## src/sv/rpnc_pkg.sv

```systemverilog
// ----------------------------------------------------------------------------
// rpnc_pkg
// Shared constants and types of the postfix digit stack calculator: the
// character codes it decodes, its status codes and the request to its
// arithmetic unit.
// ----------------------------------------------------------------------------
`default_nettype none

package rpnc_pkg;

  localparam int unsigned STACK_DEPTH_DFLT = 16;
  localparam int unsigned DATA_W           = 32;
  localparam int unsigned SYM_W            = 8;
  localparam int unsigned STATUS_W         = 3;

  // Character codes.
  localparam logic [SYM_W-1:0] CH_ADD   = 8'h2B;
  localparam logic [SYM_W-1:0] CH_SUB   = 8'h2D;
  localparam logic [SYM_W-1:0] CH_MUL   = 8'h2A;
  localparam logic [SYM_W-1:0] CH_DIV   = 8'h2F;
  localparam logic [SYM_W-1:0] CH_CALC  = 8'h63;
  localparam logic [SYM_W-1:0] CH_ZERO  = 8'h30;
  localparam logic [SYM_W-1:0] CH_NINE  = 8'h39;
  localparam logic [SYM_W-1:0] CH_SPACE = 8'h20;
  localparam logic [SYM_W-1:0] CH_TAB   = 8'h09;
  localparam logic [SYM_W-1:0] CH_CR    = 8'h0D;

  // Status codes of a result beat.
  localparam logic [STATUS_W-1:0] ST_OK      = 3'd0;
  localparam logic [STATUS_W-1:0] ST_RESULT  = 3'd1;
  localparam logic [STATUS_W-1:0] ST_EMPTY   = 3'd2;
  localparam logic [STATUS_W-1:0] ST_FEW     = 3'd3;
  localparam logic [STATUS_W-1:0] ST_INVALID = 3'd4;
  localparam logic [STATUS_W-1:0] ST_DIVZERO = 3'd5;
  localparam logic [STATUS_W-1:0] ST_FULL    = 3'd6;

  typedef enum logic [1:0] {
    OP_ADD = 2'd0,
    OP_SUB = 2'd1,
    OP_MUL = 2'd2,
    OP_DIV = 2'd3
  } alu_op_t;

  typedef struct packed {
    logic    start;
    alu_op_t op;
  } alu_req_t;

endpackage

`default_nettype wire

```

## src/sv/rpnc_ram.sv

```systemverilog
// ----------------------------------------------------------------------------
// rpnc_ram
// Generic single-port-write, single-port-read RAM with registered read data.
// ----------------------------------------------------------------------------
`default_nettype none

module rpnc_ram #(
  parameter int unsigned WIDTH = 32,
  parameter int unsigned DEPTH = 16
) (
  input  wire logic                     clk,
  input  wire logic                     wr_en,
  input  wire logic [$clog2(DEPTH)-1:0] wr_addr,
  input  wire logic [WIDTH-1:0]         wr_data,
  input  wire logic [$clog2(DEPTH)-1:0] rd_addr,
  output logic      [WIDTH-1:0]         rd_data
);

  logic [WIDTH-1:0] mem [DEPTH];
  logic [WIDTH-1:0] rd_data_r;

  always_ff @(posedge clk) begin
    if (wr_en) begin
      mem[wr_addr] <= wr_data;
    end
    rd_data_r <= mem[rd_addr];
  end

  assign rd_data = rd_data_r;

endmodule

`default_nettype wire

```

## src/sv/rpnc_alu.sv

```systemverilog
// ----------------------------------------------------------------------------
// rpnc_alu
// Shared arithmetic unit. Add, subtract and multiply finish in the cycle after
// start; divide runs a restoring loop of one quotient bit per cycle.
// ----------------------------------------------------------------------------
`default_nettype none

module rpnc_alu (
  input  wire logic                              clk,
  input  wire logic                              rst_n,
  input  wire rpnc_pkg::alu_req_t                req,
  input  wire logic [rpnc_pkg::DATA_W-1:0]       lhs,
  input  wire logic [rpnc_pkg::DATA_W-1:0]       rhs,
  output logic                                   done,
  output logic      [rpnc_pkg::DATA_W-1:0]       result
);

  localparam int unsigned W     = rpnc_pkg::DATA_W;
  localparam int unsigned CNT_W = $clog2(W);

  logic             busy_r,  busy_nxt;
  logic             done_r,  done_nxt;
  logic [CNT_W-1:0] bit_r,   bit_nxt;
  logic             neg_r,   neg_nxt;
  logic [W-1:0]     rem_r,   rem_nxt;
  logic [W-1:0]     quo_r,   quo_nxt;
  logic [W-1:0]     dvs_r,   dvs_nxt;
  logic [W-1:0]     res_r,   res_nxt;

  logic [W:0]       shifted;
  logic [W:0]       trial;
  logic [W-1:0]     quo_step;

  always_comb begin
    busy_nxt = busy_r;
    done_nxt = 1'b0;
    bit_nxt  = bit_r;
    neg_nxt  = neg_r;
    rem_nxt  = rem_r;
    quo_nxt  = quo_r;
    dvs_nxt  = dvs_r;
    res_nxt  = res_r;

    // One restoring step: shift the next dividend bit into the remainder.
    shifted  = {rem_r, quo_r[W-1]};
    trial    = shifted - {1'b0, dvs_r};
    quo_step = {quo_r[W-2:0], ~trial[W]};

    if (busy_r) begin
      quo_nxt = quo_step;
      rem_nxt = trial[W] ? shifted[W-1:0] : trial[W-1:0];
      bit_nxt = bit_r - 1'b1;
      if (bit_r == '0) begin
        busy_nxt = 1'b0;
        done_nxt = 1'b1;
        res_nxt  = neg_r ? (-quo_step) : quo_step;
      end
    end else if (req.start) begin
      case (req.op)
        rpnc_pkg::OP_ADD: begin
          res_nxt  = lhs + rhs;
          done_nxt = 1'b1;
        end
        rpnc_pkg::OP_SUB: begin
          res_nxt  = lhs - rhs;
          done_nxt = 1'b1;
        end
        rpnc_pkg::OP_MUL: begin
          res_nxt  = lhs * rhs;
          done_nxt = 1'b1;
        end
        rpnc_pkg::OP_DIV: begin
          busy_nxt = 1'b1;
          bit_nxt  = CNT_W'(W - 1);
          neg_nxt  = lhs[W-1] ^ rhs[W-1];
          rem_nxt  = '0;
          quo_nxt  = lhs[W-1] ? (-lhs) : lhs;
          dvs_nxt  = rhs[W-1] ? (-rhs) : rhs;
        end
        default: begin
          done_nxt = 1'b1;
        end
      endcase
    end
  end

  always_ff @(posedge clk) begin
    if (!rst_n) begin
      busy_r <= 1'b0;
      done_r <= 1'b0;
    end else begin
      busy_r <= busy_nxt;
      done_r <= done_nxt;
    end
    bit_r <= bit_nxt;
    neg_r <= neg_nxt;
    rem_r <= rem_nxt;
    quo_r <= quo_nxt;
    dvs_r <= dvs_nxt;
    res_r <= res_nxt;
  end

  assign done   = done_r;
  assign result = res_r;

endmodule

`default_nettype wire

```

## src/sv/postfix_digit_stack_calculator_unit.sv

```systemverilog
// ----------------------------------------------------------------------------
// postfix_digit_stack_calculator_unit
// Reverse Polish calculator over a stack of signed 32-bit operands, fed one
// ASCII character per input beat and giving one status beat per character.
//
// Usage:
// - Input channel in_valid/in_ready carries in_symbol. The unit takes one
//   character at a time; in_ready is high only while the sequencer is idle.
// - Result channel out_valid/out_ready carries out_status and out_value,
//   one beat for every input beat, in order.
// - Every character is decoded and its status then waits for the output
//   register. For 'c' the top of stack is read first; for + - * / the right
//   and then the left operand are read through the stack RAM's single read
//   port, and the shared arithmetic unit then computes the result, a divide
//   running 32 quotient-bit steps. A divide by zero is caught before the
//   unit is started.
// - The next character is accepted in the cycle after the previous result has
//   been loaded into the output register, never while one is in progress.
// - When the receiver stalls, the finished result is held in the sequencer
//   until the output register frees up, and no new character is taken.
// - Reset empties the stack and clears both channels; the operand RAM is
//   left as is, since only entries below the fill count are ever read.
// ----------------------------------------------------------------------------
`default_nettype none

module postfix_digit_stack_calculator_unit #(
  parameter int unsigned STACK_DEPTH = rpnc_pkg::STACK_DEPTH_DFLT
) (
  input  wire logic                                 clk,
  input  wire logic                                 rst_n,
  input  wire logic                                 in_valid,
  output logic                                      in_ready,
  input  wire logic        [rpnc_pkg::SYM_W-1:0]    in_symbol,
  output logic                                      out_valid,
  input  wire logic                                 out_ready,
  output logic             [rpnc_pkg::STATUS_W-1:0] out_status,
  output logic signed      [rpnc_pkg::DATA_W-1:0]   out_value
);

  localparam int unsigned PTR_W = $clog2(STACK_DEPTH);
  localparam int unsigned CNT_W = $clog2(STACK_DEPTH + 1);
  localparam int unsigned W     = rpnc_pkg::DATA_W;

  typedef enum logic [6:0] {
    S_IDLE = 7'b0000001,
    S_DEC  = 7'b0000010,
    S_RHS  = 7'b0000100,
    S_LHS  = 7'b0001000,
    S_EXEC = 7'b0010000,
    S_TOP  = 7'b0100000,
    S_FIN  = 7'b1000000
  } state_t;

  state_t                         state_r, state_nxt;
  logic [CNT_W-1:0]               cnt_r,   cnt_nxt;
  logic [rpnc_pkg::SYM_W-1:0]     sym_r,   sym_nxt;
  logic [rpnc_pkg::STATUS_W-1:0]  st_r,    st_nxt;
  logic [W-1:0]                   val_r,   val_nxt;
  logic [W-1:0]                   rhs_r,   rhs_nxt;

  logic                           out_valid_r;
  logic [rpnc_pkg::STATUS_W-1:0]  out_status_r;
  logic [W-1:0]                   out_value_r;

  logic                           wr_en;
  logic [PTR_W-1:0]               wr_addr;
  logic [W-1:0]                   wr_data;
  logic [PTR_W-1:0]               rd_addr;
  logic [W-1:0]                   rd_data;

  rpnc_pkg::alu_req_t             alu_req;
  logic                           alu_done;
  logic [W-1:0]                   alu_result;

  logic                           is_digit;
  logic                           is_op;
  logic                           is_blank;
  logic                           is_full;
  logic                           out_free;
  logic [PTR_W-1:0]               top_idx;
  logic [PTR_W-1:0]               below_idx;
  rpnc_pkg::alu_op_t              op_sel;

  assign is_digit  = (sym_r >= rpnc_pkg::CH_ZERO) && (sym_r <= rpnc_pkg::CH_NINE);
  assign is_op     = (sym_r == rpnc_pkg::CH_ADD) || (sym_r == rpnc_pkg::CH_SUB) ||
                     (sym_r == rpnc_pkg::CH_MUL) || (sym_r == rpnc_pkg::CH_DIV);
  assign is_blank  = (sym_r == rpnc_pkg::CH_SPACE) ||
                     ((sym_r >= rpnc_pkg::CH_TAB) && (sym_r <= rpnc_pkg::CH_CR));
  assign is_full   = (cnt_r == CNT_W'(STACK_DEPTH));
  assign out_free  = !out_valid_r || out_ready;
  assign top_idx   = PTR_W'(cnt_r - 1'b1);
  assign below_idx = PTR_W'(cnt_r - 2'd2);

  always_comb begin
    case (sym_r)
      rpnc_pkg::CH_ADD: op_sel = rpnc_pkg::OP_ADD;
      rpnc_pkg::CH_SUB: op_sel = rpnc_pkg::OP_SUB;
      rpnc_pkg::CH_MUL: op_sel = rpnc_pkg::OP_MUL;
      default:          op_sel = rpnc_pkg::OP_DIV;
    endcase
  end

  always_comb begin
    state_nxt = state_r;
    cnt_nxt   = cnt_r;
    sym_nxt   = sym_r;
    st_nxt    = st_r;
    val_nxt   = val_r;
    rhs_nxt   = rhs_r;
    wr_en     = 1'b0;
    wr_addr   = '0;
    wr_data   = '0;
    rd_addr   = '0;
    alu_req   = '0;

    case (state_r)
      S_IDLE: begin
        if (in_valid) begin
          sym_nxt   = in_symbol;
          state_nxt = S_DEC;
        end
      end
      S_DEC: begin
        st_nxt    = rpnc_pkg::ST_OK;
        val_nxt   = '0;
        state_nxt = S_FIN;
        if (is_digit) begin
          if (is_full) begin
            st_nxt = rpnc_pkg::ST_FULL;
          end else begin
            wr_en   = 1'b1;
            wr_addr = PTR_W'(cnt_r);
            wr_data = W'(sym_r - rpnc_pkg::CH_ZERO);
            cnt_nxt = cnt_r + 1'b1;
          end
        end else if (is_op) begin
          if (cnt_r < CNT_W'(2)) begin
            st_nxt = rpnc_pkg::ST_FEW;
          end else begin
            rd_addr   = top_idx;
            state_nxt = S_RHS;
          end
        end else if (sym_r == rpnc_pkg::CH_CALC) begin
          cnt_nxt = '0;
          if (cnt_r == '0) begin
            st_nxt = rpnc_pkg::ST_EMPTY;
          end else begin
            rd_addr   = top_idx;
            state_nxt = S_TOP;
          end
        end else if (!is_blank) begin
          st_nxt  = rpnc_pkg::ST_INVALID;
          cnt_nxt = '0;
        end
      end
      S_RHS: begin
        rhs_nxt   = rd_data;
        rd_addr   = below_idx;
        state_nxt = S_LHS;
      end
      S_LHS: begin
        // The left operand arrives from the RAM in this cycle.
        if ((op_sel == rpnc_pkg::OP_DIV) && (rhs_r == '0)) begin
          st_nxt    = rpnc_pkg::ST_DIVZERO;
          state_nxt = S_FIN;
        end else begin
          alu_req.start = 1'b1;
          alu_req.op    = op_sel;
          state_nxt     = S_EXEC;
        end
      end
      S_EXEC: begin
        if (alu_done) begin
          wr_en     = 1'b1;
          wr_addr   = below_idx;
          wr_data   = alu_result;
          cnt_nxt   = cnt_r - 1'b1;
          state_nxt = S_FIN;
        end
      end
      S_TOP: begin
        st_nxt    = rpnc_pkg::ST_RESULT;
        val_nxt   = rd_data;
        state_nxt = S_FIN;
      end
      S_FIN: begin
        if (out_free) begin
          state_nxt = S_IDLE;
        end
      end
      default: begin
        state_nxt = S_IDLE;
      end
    endcase
  end

  always_ff @(posedge clk) begin
    if (!rst_n) begin
      state_r     <= S_IDLE;
      cnt_r       <= '0;
      out_valid_r <= 1'b0;
    end else begin
      state_r <= state_nxt;
      cnt_r   <= cnt_nxt;
      if ((state_r == S_FIN) && out_free) begin
        out_valid_r <= 1'b1;
      end else if (out_ready) begin
        out_valid_r <= 1'b0;
      end
    end
    sym_r <= sym_nxt;
    st_r  <= st_nxt;
    val_r <= val_nxt;
    rhs_r <= rhs_nxt;
    if ((state_r == S_FIN) && out_free) begin
      out_status_r <= st_r;
      out_value_r  <= val_r;
    end
  end

  rpnc_ram #(
    .WIDTH (W),
    .DEPTH (STACK_DEPTH)
  ) u_stack (
    .clk     (clk),
    .wr_en   (wr_en),
    .wr_addr (wr_addr),
    .wr_data (wr_data),
    .rd_addr (rd_addr),
    .rd_data (rd_data)
  );

  rpnc_alu u_alu (
    .clk    (clk),
    .rst_n  (rst_n),
    .req    (alu_req),
    .lhs    (rd_data),
    .rhs    (rhs_r),
    .done   (alu_done),
    .result (alu_result)
  );

  assign in_ready   = (state_r == S_IDLE);
  assign out_valid  = out_valid_r;
  assign out_status = out_status_r;
  assign out_value  = out_value_r;

endmodule

`default_nettype wire
```

## config.mk

```make
export PLATFORM = sky130hd
export DESIGN_NAME = postfix_digit_stack_calculator_unit
export DESIGN_NICKNAME = d
export VERILOG_FILES = /design/src/sv/rpnc_pkg.sv /design/src/sv/rpnc_ram.sv /design/src/sv/rpnc_alu.sv /design/src/sv/postfix_digit_stack_calculator_unit.sv
export SDC_FILE = /design/constraint.sdc
export NUM_CORES = 2
export LEC_CHECK = 0
export ABC_AREA = 1
export BUFFER_PORTS_ARGS = -buffer_cell sky130_fd_sc_hd__buf_2
export CAP_MARGIN = 15
export CORE_MARGIN = 2
export CORE_UTILIZATION = 65
export DETAILED_ROUTE_END_ITERATION = 16
export HOLD_SLACK_MARGIN = 0.1
export PLACE_DENSITY = 0.83
export SETUP_SLACK_MARGIN = 0.3
export SLEW_MARGIN = 20
export SYNTH_ARGS = -nofsm -noshare
export SYNTH_HDL_FRONTEND = slang
export SYNTH_HIERARCHICAL = 1
export SYNTH_SLANG_ARGS = --single-unit
```

## constraint.sdc

```tcl
create_clock -name clk -period 16.7 [get_ports clk]
set_clock_uncertainty 0.15 [all_clocks]
set_input_delay 0.835 -clock clk [delete_from_list [all_inputs] [get_ports clk]]
set_output_delay 0.835 -clock clk [all_outputs]
set_load 0.01 [all_outputs]
```

==> key figures <==
Routing
  – DR iter-0 viols: ~5800
  – DR WL/cell: 20.59 um
  – Post-Route WL: 160.7 mm
  – DR vias: 45548
  – DRC: 0
  – Avg Vias per Cell: 5.834
  – Post-route ant nets: 0
  – First-pass detailed-route iteration total: 8

CTS
  – TritonCTS Buffers: 83
  – H-Tree Depth: 3
  – Clock insertion delay at the later pin of the skew report: 660 ps
  – CTS tree: yes
  – Setup bufs post-CTS: 0
  – PostCTS Resize Cnt: 0
  – Clk sinks: about 800
  – Clock buffer depth: 3
  – Clk slew on worst S/H paths: ~70 ps
  – Clock root buffer: clkbuf_16
  – Hold_buf cts: 0

Floorplan
  – Total core area: 86890 um2
  – I/O pins: 49
  – Die height: approximately 300 um
  – Initial Utilization: 65.75%
  – Die width: 300.5 um
  – Num rows: 108
  – Die area: 90280 um2

Pwr
  – Leak: approximately 30 nW
  – Pwr/cell area: 77.44 nW/um2
  – Tot Pwr: 4.727 mW
  – Worst IR Drop VDD: slightly above 0.1 mV

Timing
  – Max-slew violations: 0
  – Final hold violations: 0
  – Final worst-path cycle share: a little under half
  – Worst hold slack: 209.5 ps
  – Fmax: 0.1291 GHz
  – Relative slew slack: 25.07%
  – Finish-stage setup viols: 0
  – RSZ-0062 raised after global routing: no
  – Measured slew at the worst slew-check pin: roughly 1100 ps
  – Final min period: 7745 ps
  – Setup TNS: 0 ps

Final layout
  – Share of layout cells above drive strength 1: 5.622%
  – FF+latch area: 23640 um2
  – Finished Layout Cells: between 7000 and 8000
  – Syn-to-layout area delta: 6.837%
  – Final #Nets: 7203
  – Multi-input logic area: 26800 um2
  – Fillers: 6325

Global route
  – Number of global-route vias before repair: about 45000
  – Gr busiest metal: met2
  – Met3 usage: under 10%
  – Global Route met1 Usage: 45.74%
  – Initial antenna violation count: 1
  – First-pass GRT wire length: 247.7 mm
  – Total gr overflow: 0
  – GR Util met2: 58.73%
  – Tot GR Track Use: 35.80%
  – Largest net degree at the start of global routing: 167

Placed design
  – GP Congestion: 1.009
  – Port Buffers: 48
  – Detailed Place HPWL: 104.9 mm
  – Dpl cells: 7651

Worst setup path
  – Startpoint Class: flip-flop
  – R2r setup slk: 8960 ps
  – Kind of critical path: flip-flop to flip-flop
  – Crit path required time: 16920 ps
  – Data arrival time of the worst path: 7960 ps
  – R2R depth: 27
  – Crit Path Max Fanout: 21
  – Crit end category: flip-flop

Synth
  – Synth warnings: 6
  – Post-synth EDFFs: 756
  – Synth Register Bits: 803
  – Mapped cell area: 57130 um2
  – Syn_area_per_cell: 8.596 um2
  – Yosys cell types: 65
  – Post-synthesis instance total: 6646
  – Top FF cell, synth: edfxtp_1
  – Syn Nets: 7268
  – Seq/Total Area, Yosys: 41.38%
  – Fraction of registers with async set/reset: 0%

Hold path
  – Worst Hold Class: input pin to flip-flop
  – Hold depth: 1

Job
  – Max-cap violation count: 0

Status
  – Status: finished, final reports clean
## logic make-up after synthesis
kind of cell / count (synthesis) / share of synthesized area [%]
buffers and inverters: 1727 / 12.04
xor gates and xnor gates: 96 / 1.472
and+or+nand+nor: 2828 / 20.78
adders and majority gates: 610 / 18.75
AOI/OAI and AO/OA: 582 / 5.578
DFF: 803 / 41.38
## cell type report
| class | instances | area share, % |
|---|---|---|
| Sequential cell | 803 | 38.74 |
| Inverter | 1429 | 8.810 |
| Clock inverter | 37 | 0.6744 |
| Clock buffer | 119 | 3.860 |
| Antenna cell | 1 | 0.004100 |
| Multi-Input combinational cell | 4116 | 43.90 |
| Tap cell | 1155 | 2.368 |
| Timing Repair Buffer | 148 | 1.644 |
## critical path, cell delays in order (launching register included)
cell and delay (ps):
edfxtp_1 660, buf_4 400, nand2_1 90, inv_1 90, fa_1 440, fa_1 490, fa_1 510, inv_1 50
fa_1 480, inv_1 50, fa_1 500, inv_1 50, fa_1 540, inv_1 50, fa_1 490, fa_1 420
ha_1 420, nand4_1 160, nor2_1 240, nand4_1 140, nand3_1 160, a21o_1 170, a21oi_1 100, or2_2 280
nand3_1 70, nand2_1 60, nand2_1 60, o21ai_0 90
## cells in the final DEF, fill, tap and decap left out, types with 48 or more instances in the layout
cell type and instances:
nor2_1 280, buf_2 48, nand3_1 521, clkbuf_16 86, ha_1 200, edfxtp_1 756, o21ai_0 243, xor2_1 52
nand2_1 1840, inv_1 1419, fa_1 410, buf_4 99, a21oi_1 211
## final timing paths
kind / startpoint / endpoint
max: rhs_r[6] / u_alu/result[26]
min: in_symbol[0] / sym_r[0]
max reg2reg: rhs_r[6] / u_alu/result[26]
min reg2reg: st_r[1] / out_status[1]
## power by group
group	switching, mW	leakage [nW]	internal, mW
clock network	0.806	1.33	1.07
logic	0.430	22.8	0.239
registers	0.00522	6.05	2.18
## sequential cells by signal, summed over array words and instances, names as in the netlist
name / flops
u_alu/result: 32
rhs_r: 32
u_stack/mem: 512
cnt_r: 5
st_r: 3
u_alu/dvs_r: 32
u_alu/busy_r: 1
out_status: 3
u_alu/bit_r: 5
val_r: 32
u_alu/rem_r: 32
u_alu/done: 1
state_r: 7
u_alu/quo_r: 32
out_valid: 1
out_value: 32
u_stack/rd_data: 32
u_alu/neg_r: 1
sym_r: 8
## Yosys cell counts (10+ instances only)
| cell | instances | area share [%] |
|---|---|---|
| a21oi_1 | 211 | 1.8 |
| a31oi_1 | 13 | 0.14 |
| buf_1 | 53 | 0.35 |
| buf_2 | 71 | 0.62 |
| buf_6 | 35 | 0.69 |
| clkbuf_1 | 131 | 0.86 |
| dfxtp_1 | 47 | 1.6 |
| edfxtp_1 | 756 | 40 |
| fa_1 | 410 | 14 |
| ha_1 | 200 | 4.4 |
| inv_1 | 1420 | 9.3 |
| nand2_1 | 1841 | 12 |
| nand2_2 | 11 | 0.12 |
| nand3_1 | 521 | 4.6 |
| nand3b_1 | 14 | 0.18 |
| nand4_1 | 40 | 0.44 |
| nor2_1 | 297 | 2.0 |
| nor3_1 | 34 | 0.30 |
| nor4_1 | 19 | 0.21 |
| o21ai_0 | 244 | 2.1 |
| o21ai_1 | 26 | 0.23 |
| o22ai_1 | 15 | 0.16 |
| or2_2 | 10 | 0.11 |
| xnor2_1 | 44 | 0.67 |
| xor2_1 | 52 | 0.80 |
## through the flow
| step | worst slack, ps | area, um2 | util [%] |
|---|---|---|---|
| after floorplan | 9623 | 57130 | - |
| after global placement | 9235 | 58260 | 67.06 |
| after detailed placement | 9109 | 58260 | 67.06 |
| after CTS | 9055 | 61030 | 70.24 |
| after global routing | 8525 | 61030 | 70.25 |
| final | 8955 | 61040 | 70.25 |
## per-layer routing
metal	routed length [um]	vias to the layer above
met5	0	-
met4	9399	0
met3	16420	613
met2	76360	2830
met1	58550	21510
li1	-	20595
Note: power is estimated with default switching activity, not from simulation.
